[config.mk]
export PLATFORM = sky130hd
export DESIGN_NAME = rbs_merge
export DESIGN_NICKNAME = d
export VERILOG_FILES = /design/src/rtl/rbs_pkg.sv /design/src/rtl/rbs_merge.sv
export SDC_FILE = /design/constraint.sdc
export NUM_CORES = 1
export LEC_CHECK = 0
export BUFFER_PORTS_ARGS = -buffer_cell sky130_fd_sc_hd__buf_2
export CAP_MARGIN = 20
export CORE_MARGIN = 5
export CORE_UTILIZATION = 46
export DETAILED_ROUTE_END_ITERATION = 16
export GPL_TIMING_DRIVEN = 0
export HOLD_SLACK_MARGIN = 0.03
export PLACE_DENSITY = 0.69
export SYNTH_ARGS = -nofsm -noshare
export SYNTH_HDL_FRONTEND = slang
export SYNTH_SLANG_ARGS = --single-unit
export TNS_END_PERCENT = 5
[constraint.sdc]
create_clock -name clk -period 5.9 [get_ports clk]
set_clock_uncertainty 0.1 [all_clocks]
set_input_delay 1.18 -clock clk [delete_from_list [all_inputs] [get_ports clk]]
set_output_delay 1.18 -clock clk [all_outputs]
set_load 0.02 [all_outputs]
[src/rtl/rbs_pkg.sv]
`timescale 1ns / 1ps
`default_nettype none
// ----------------------------------------------------------------------------
// rbs_pkg
// Shared types and constants of the ray/box slab intersection pipeline.
// ----------------------------------------------------------------------------
package rbs_pkg;

	localparam int VALUE_BITS    = 32;
	localparam int FRAC_BITS_DEF = 16;
	localparam int AXES          = 3;
	localparam int CFG_IDX_BITS  = 3;
	// lane latency from the input register to the ordered slab distances
	localparam int LANE_LAT      = VALUE_BITS + 4;

	typedef logic signed [VALUE_BITS-1:0] value_t;

	localparam value_t VALUE_MAX = {1'b0, {(VALUE_BITS-1){1'b1}}};
	localparam value_t VALUE_MIN = {1'b1, {(VALUE_BITS-1){1'b0}}};

	typedef enum logic [CFG_IDX_BITS-1:0] {
		REG_BOX_MIN_X = 3'd0,
		REG_BOX_MIN_Y = 3'd1,
		REG_BOX_MIN_Z = 3'd2,
		REG_BOX_MAX_X = 3'd3,
		REG_BOX_MAX_Y = 3'd4,
		REG_BOX_MAX_Z = 3'd5
	} cfg_reg_t;

	typedef struct packed {
		value_t origin_x;
		value_t origin_y;
		value_t origin_z;
		value_t dir_x;
		value_t dir_y;
		value_t dir_z;
		value_t t_start;
		value_t t_end;
	} ray_in_t;

	typedef struct packed {
		logic   hit;
		value_t t_enter;
		value_t t_exit;
	} ray_out_t;

	typedef struct packed {
		value_t t_near;
		value_t t_far;
		logic   zero;
		logic   in_slab;
	} slab_t;

endpackage
`default_nettype wire

[src/rtl/rbs_merge.sv]
`timescale 1ns / 1ps
`default_nettype none
// ----------------------------------------------------------------------------
// rbs_merge
// Combine the three slabs with the ray interval into hit and narrowed span.
// ----------------------------------------------------------------------------
module rbs_merge (
	input  wire                 clk,
	input  wire                 en,
	input  rbs_pkg::slab_t      slab_x,
	input  rbs_pkg::slab_t      slab_y,
	input  rbs_pkg::slab_t      slab_z,
	input  rbs_pkg::value_t     t_start,
	input  rbs_pkg::value_t     t_end,
	output rbs_pkg::ray_out_t   result
);
	import rbs_pkg::*;

	value_t n_x, n_y, n_z, f_x, f_y, f_z;
	value_t n_a, n_b, f_a, f_b;
	value_t tmin_s1, tmax_s1;
	logic   miss_s1;

	// a zero-direction axis sets no limit
	assign n_x = slab_x.zero ? VALUE_MIN : slab_x.t_near;
	assign n_y = slab_y.zero ? VALUE_MIN : slab_y.t_near;
	assign n_z = slab_z.zero ? VALUE_MIN : slab_z.t_near;
	assign f_x = slab_x.zero ? VALUE_MAX : slab_x.t_far;
	assign f_y = slab_y.zero ? VALUE_MAX : slab_y.t_far;
	assign f_z = slab_z.zero ? VALUE_MAX : slab_z.t_far;

	assign n_a = (n_x > t_start) ? n_x : t_start;
	assign n_b = (n_y > n_z) ? n_y : n_z;
	assign f_a = (f_x < t_end) ? f_x : t_end;
	assign f_b = (f_y < f_z) ? f_y : f_z;

	always_ff @(posedge clk) begin
		if (en) begin
			tmin_s1 <= (n_a > n_b) ? n_a : n_b;
			tmax_s1 <= (f_a < f_b) ? f_a : f_b;
			miss_s1 <= (slab_x.zero && !slab_x.in_slab) ||
				(slab_y.zero && !slab_y.in_slab) ||
				(slab_z.zero && !slab_z.in_slab);

			if (!miss_s1 && (tmin_s1 <= tmax_s1)) begin
				result.hit     <= 1'b1;
				result.t_enter <= tmin_s1;
				result.t_exit  <= tmax_s1;
			end else begin
				result.hit     <= 1'b0;
				result.t_enter <= '0;
				result.t_exit  <= '0;
			end
		end
	end

endmodule
`default_nettype wire

==> out/summary.json, run 1 <==
{
  "critical_path.max_fanout": 10,
  "timing.fmax_ghz": 0.1636,
  "slowest_stage": "mux2_4",
  "synthDominantCellAreaShare_pct": 29.22,
  "synth-edff-count": 130,
  "violations": "setup timing",
  "timing.critical_path.buf_inv": 9,
  "buffer_type_at_the_clock_tree_root": "clkbuf_16",
  "areaGrowthSynthToFinish_pct": 41.08,
  "remaining_drc_errors": 0,
  "ant_nets": 0,
  "num_ports": 329,
  "synth.net_count": 1981,
  "numPlacedInstances": 2209,
  "netlist_area_pre_place_mm2": 0.01336,
  "design.final.nets": 2406,
  "cp_top_family": "buffers and inverters",
  "die_area_mm2": 0.03256,
  "tightest_slew_ns": 0.6583,
  "die_w_um": 180.4,
  "firstDrtPassIters": 5,
  "cts_hold_repair.buffers": 0,
  "total_of_warnings_raised_by_yosys": 0,
  "worstSetupPathType": "in -> reg",
  "detailed_place_hpwl_um": 36750,
  "drt-initial-drc-count": 837,
  "worst-r2r-setup-slack_ns": 2.41,
  "via_count": 12580,
  "synth_largest_area_cell": "edfxtp_1",
  "synth_cell_type_count": 51,
  "die_y_um": 180.4,
  "clk_pin_slew_ns": 0.06,
  "syn_avg_cell_area_um2": 8.926,
  "holdPathEnd": "result[9]",
  "antenna_found_initial": 6,
  "grt_usage_pct": 26.58,
  "worstHoldPathCells": 1,
  "synth_flop_cell": "edfxtp_1",
  "grt_max_degree": 68,
  "min_from": "tmax_s1[9]",
  "timing.critical_path.required_ns": 6.05,
  "timing.rr.end": "result[26]",
  "ctsHtreeMaxLevel": 4,
  "crit_path_start_kind": "input pin",
  "async_set_or_reset_register_ratio_after_synthesis_pct": 0,
  "postLayoutSetupSlackWorst_ns": -0.2125,
  "grt_setup_unrepaired": "true",
  "crit_path_frequent_cell": "buf_4",
  "pwrdens_mw_per_mm2": 271.4,
  "cellLeakagePower_nw": 9.005,
  "finalCritPeriodShare_pct": 103.6,
  "clk_path_buf_depth": 2,
  "dpl_cell_area_mm2": 0.01569,
  "timing.max_slew.rel_slack_pct": 54.98,
  "route.detailed.wl_per_inst_um": 20.03,
  "worst-r2r-cell-count": 11,
  "postSynthRegisterBits": 130,
  "endpoint_kind": "flip-flop",
  "outcome": "complete, but fails checks",
  "grt_first_pass_wirelength_um": 68270,
  "max_cap_viol_count": 0,
  "route.final.wire_length_um": 46510,
  "hold_class": "reg -> reg",
  "clk-insertion-delay-late_ns": 0.42,
  "layout.cell_area.non_filler_mm2": 0.01885,
  "vias_per_cell": 5.416,
  "critical_path.reg2reg.startpoint": "tmin_s1[31]",
  "crit_arrival_ns": 6.26,
  "final_layout_size_suffix_gt1_share_pct": 39.07,
  "numCtsBuffers": 17,
  "post-route-min-period_ns": 6.112,
  "number_of_buffers_inserted_by_port_buffering": 327,
  "final_hold_viol_count": 0,
  "ys_seq_area_share_pct": 29.22,
  "peakVddDrop_mv": 0.2107,
  "core_region_area_mm2": 0.02870,
  "final_non_filler_cell_total": 2322,
  "globalplace.congestion": 0.9518,
  "post_layout_power_mw": 5.116,
  "drv_slew": 0,
  "dpl_worst_slack_ns": -1.636,
  "start_util_pct": 46.55,
  "grt_pass1_vias": 12560,
  "cts_num_sinks": 130,
  "syn-instance-count": 1497,
  "num_rows": 62,
  "critical_path.max_stage_delay_ns": 0.36,
  "ys_top_cells_by_area": "edfxtp_1 29%, ha_1 21%, mux2i_1 9.7%",
  "grt.overflow.total": 0,
  "setup-violations-final": 64,
  "cts_tree": "built"
}
==> worst max-delay path by stage <==
stage / slack, ns / cells after the start / start / endpoint
floorplan: 0.002 / 24 / slab_z[1] / tmin_s1[0]
global placement: -1.61 / 25 / slab_x[1] / tmin_s1[13]
detailed placement: -1.64 / 25 / slab_x[1] / tmin_s1[12]
CTS: 0.002 / 27 / slab_y[1] / tmax_s1[5]
global route: -0.35 / 26 / slab_y[1] / tmax_s1[2]
finish: -0.21 / 27 / slab_y[1] / tmax_s1[6]
==> worst reg2reg max path, cell delays in order (launching register included) <==
cell	delay, ns
edfxtp_1	0.47
ha_1	0.39
nand4_1	0.10
or2_2	0.32
nor3_1	0.26
nand2_1	0.11
nor4_1	0.36
a2111oi_0	0.17
a2111oi_2	0.39
buf_4	0.25
clkbuf_2	0.22
and2_1	0.20
==> layout make-up <==
cell class | instances | area [um^2]
Fill cell | 2318 | 9852
Multi-Input combinational cell | 1063 | 9903
Sequential cell | 130 | 3904
Antenna cell | 3 | 7.507
Clock buffer | 18 | 429.2
Timing Repair Buffer | 407 | 2379
Clock inverter | 14 | 180.2
Buffer | 48 | 610.6
Tap cell | 384 | 480.5
Inverter | 255 | 957.2
==> logic make-up after synthesis <==
kind of cell | share of synthesized area [%]
AO/OA/AOI/OAI | 10.98
XOR/XNOR | 0.1873
adder cells (fa/ha/maj) | 20.60
buffers and inverters | 8.933
flip-flops | 29.22
multiplexers | 12.52
AND/OR/NAND/NOR | 17.56
==> power by group <==
part | internal, mW | switching (mW) | total, mW
Combinational | 1.26 | 1.39 | 2.65
Sequential | 1.28 | 0.102 | 1.38
Clock | 0.671 | 0.410 | 1.08
Total | 3.21 | 1.90 | 5.12
==> cell usage after synthesis, types with 9 or more instances <==
cell type,instances
and2_1,65
and4_1,9
edfxtp_1,130
a21o_1,37
nand4_1,35
clkbuf_1,24
a21oi_1,59
nor2_1,117
inv_1,255
o21ai_0,64
nand2_1,64
nor3_1,18
ha_1,220
mux2_2,33
mux2i_1,130
nor2b_1,105
nand3_1,13
a211oi_1,15
==> per-layer routing <==
metal / share of wire [%] / track usage (%) / wire [um]
met1: 42 / 35.60 / 19530
met3: 6.9 / 4.400 / 3190
met5: 0.073 / 0 / 34
met4: 3.4 / 8.076 / 1573
met2: 48 / 44.37 / 22190
==> placed cells by master (no fill, tap or decap), drive strengths merged, types with 7 or more instances in the layout <==
master | synthesis | final
nand4 | 35 | 35
a21oi | 59 | 59
nor3 | 18 | 18
nand3 | 13 | 13
nor2b | 105 | 105
o21ai | 64 | 64
and2 | 65 | 65
nand2b | 7 | 7
nor2 | 117 | 117
a211oi | 17 | 17
o211ai | 8 | 8
mux2 | 33 | 33
a21o | 37 | 37
nand2 | 64 | 64
edfxtp | 130 | 130
mux2i | 130 | 130
o21a | 8 | 8
and4 | 9 | 9
buf | 20 | 426
ha | 220 | 220
clkbuf | 29 | 47
inv | 255 | 259
==> timing repair <==
action                                 CTS  global route
endpoints found under the hold margin    0             0
setup buffers                           55            20
cloned                                   2             2
gates resized for setup                319           111
setup endpoints to repair               64            64
pin swaps                               48            40
==> registers in the layout (all words and copies together), names as in the netlist <==
register and cells:
miss_s1 1, result 65, tmax_s1 32, tmin_s1 32
==> through the flow <==
step | utilization [%] | TNS (ns) | hold slack (ns)
2_1_floorplan | - | 0 | 0.4246
3_3_place_gp | 54.55 | -85.11 | 0.4405
3_5_place_dp | 54.67 | -86.72 | 0.4411
4_1_cts | 63.27 | 0 | 0.4549
5_1_grt | 65.68 | -16.33 | 0.4853
6_report | 65.68 | -6.741 | 0.4546
No activity file was read; power rests on OpenSTA's default activity.
==> run 2, diff against run 1 <==
==> constraint.sdc (replaced) <==
create_clock -name clk -period 5.9 [get_ports clk]
set_clock_uncertainty 0.1 [all_clocks]
set_input_delay 0.59 -clock clk [delete_from_list [all_inputs] [get_ports clk]]
set_output_delay 0.59 -clock clk [all_outputs]
set_load 0.02 [all_outputs]
==> out/summary.json, run 2 (synthesized netlist as in run 1, its figures left out) <==
{
  "outcome": "finished, final reports clean",
  "largest_register": "result",
  "drv_slew": 0,
  "endpoint_kind": "flip-flop",
  "timing.max_slew.rel_slack_pct": 60.74,
  "min_from": "tmax_s1[12]",
  "holdPathEnd": "result[12]",
  "crit_arrival_ns": 5.93,
  "layout.cell_area.non_filler_mm2": 0.01708,
  "cts_hold_repair.buffers": 0,
  "final_hold_viol_count": 0,
  "firstDrtPassIters": 6,
  "vias_per_cell": 5.368,
  "globalplace.congestion": 0.9410,
  "hold_class": "reg -> reg",
  "grt_max_degree": 84,
  "antenna_found_initial": 4,
  "timing.hold.ws_ns": 0.4599,
  "ctsHtreeMaxLevel": 4,
  "core_region_area_mm2": 0.02870,
  "num_rows": 62,
  "numCtsBuffers": 17,
  "max_cap_viol_count": 0,
  "pwrdens_mw_per_mm2": 271.7,
  "final_layout_size_suffix_gt1_share_pct": 30.45,
  "number_of_buffers_inserted_by_port_buffering": 327,
  "layout_common_cells": "329 x buf_2, 255 x inv_1, 219 x ha_1, 130 x edfxtp_1, 112 x nor2_1",
  "drt-initial-drc-count": 809,
  "crit_path_frequent_cell": "buf_4",
  "cellLeakagePower_nw": 8.522,
  "clk-insertion-delay-late_ns": 0.42,
  "worstSetupPathType": "in -> reg",
  "grt_usage_pct": 25.11,
  "nFillCells": 2539,
  "critical_path.reg2reg.startpoint": "tmin_s1[31]",
  "die_y_um": 180.4,
  "die_w_um": 180.4,
  "finalCritPeriodShare_pct": 98.44,
  "grt_pass1_vias": 11920,
  "worstHoldPathCells": 1,
  "post_layout_power_mw": 4.640,
  "setup-violations-final": 0,
  "post-route-min-period_ns": 5.808,
  "largest_register_ffs": 65,
  "crit_path_start_kind": "input pin",
  "numPlacedInstances": 2209,
  "buffer_type_at_the_clock_tree_root": "clkbuf_16",
  "cts_num_sinks": 130,
  "start_util_pct": 46.55,
  "route.detailed.wl_per_inst_um": 19.06,
  "slowest_stage": "ha_1",
  "clk_path_buf_depth": 2,
  "grt.overflow.total": 0,
  "grt_first_pass_wirelength_um": 63980,
  "remaining_drc_errors": 0,
  "worst-r2r-cell-count": 11,
  "areaGrowthSynthToFinish_pct": 27.84,
  "timing.critical_path.required_ns": 6.02,
  "peakVddDrop_mv": 0.2083,
  "route.final.wire_length_um": 43220,
  "via_count": 12180,
  "final_common_cell": "buf_2",
  "final_non_filler_cell_total": 2268,
  "post-route-util_pct": 59.51,
  "timing.fmax_ghz": 0.1722,
  "critical_path.max_fanout": 10,
  "layout_top_registers": "result x65, tmax_s1 x32, tmin_s1 x32",
  "design.final.nets": 2353,
  "tightest_slew_ns": 0.5827,
  "critical_path.max_stage_delay_ns": 0.35,
  "timing.rr.end": "result[25]",
  "clk_pin_slew_ns": 0.07,
  "detailed_place_hpwl_um": 36520,
  "cts_tree": "built",
  "die_area_mm2": 0.03256,
  "num_ports": 329,
  "ant_nets": 0,
  "dpl_cell_area_mm2": 0.01551,
  "worst-r2r-setup-slack_ns": 2.38
}
-- run 2: changes by cell type in the layout (fill, tap and decap cells not counted), moves of 15 or more --
cell,delta
o21ai_0,+16
nor2_1,+28
ha_1,+25
ha_4,-26
mux2i_1,+15
buf_4,-40
mux2i_4,-24
nor2_2,-16
-- run 2: final cells by class --
| class | instances | area, um^2 | share of cell area [%] |
|---|---|---|---|
| Antenna cell | 2 | 5.005 | 0.02930 |
| Buffer | 49 | 409.1 | 2.395 |
| Clock buffer | 17 | 425.4 | 2.490 |
| Clock inverter | 15 | 138.9 | 0.8131 |
| Inverter | 255 | 957.2 | 5.604 |
| Multi-Input combinational cell | 1063 | 8886 | 52.02 |
| Sequential cell | 130 | 3904 | 22.85 |
| Tap cell | 384 | 480.5 | 2.813 |
| Timing Repair Buffer | 353 | 1876 | 10.98 |
-- run 2: worst max path at each step --
stage | start | to | slack, ns | depth (start not counted)
floorplan | slab_x[1] | tmax_s1[10] | 0.09 | 25
global placement | slab_y[1] | tmin_s1[12] | -1.97 | 25
detailed placement | slab_y[1] | tmin_s1[12] | -1.91 | 25
CTS | slab_y[1] | tmax_s1[23] | 0.0008 | 26
global route | slab_y[1] | tmin_s1[0] | -0.09 | 27
finish | slab_y[1] | tmin_s1[14] | 0.09 | 28
-- run 2: per-layer routing --
metal	share of wire (%)	routed length (um)	GRT usage, %
met3	6.5	2795	3.795
met5	0	0	0
met1	44	18910	34.03
met4	2.6	1104	6.806
met2	47	20420	42.08
-- run 2: where the power goes --
group          switching (mW)  internal [mW]  total, mW
Combinational            1.23           1.02       2.25
Clock                   0.451          0.557       1.01
Sequential              0.104           1.28       1.38
-- run 2: through the flow --
step                worst slack (ns)  setup TNS, ns
finish                       0.09176              0
global route                -0.09008         -1.264
CTS                        0.0008278              0
detailed placement            -1.914        -104.70
global placement              -1.972         -99.02
floorplan                    0.08700              0
-- run 2: critical path, delay by kind of cell --
| kind | cells | cell delay, ns |
|---|---|---|
| AO/OA/AOI/OAI | 8 | 1.50 |
| adder cells (fa/ha/maj) | 2 | 0.61 |
| buffers and inverters | 8 | 1.25 |
| multiplexers | 2 | 0.56 |
| AND/OR/NAND/NOR | 8 | 1.38 |
-- run 2: what timing repair did --
item,4_1_cts,5_1_grt
pin swaps,6,17
endpoints found under the setup margin,64,64
setup buffers,11,12
gates cloned,1,1
gates resized for setup,110,132
hold endpoints to repair,0,0
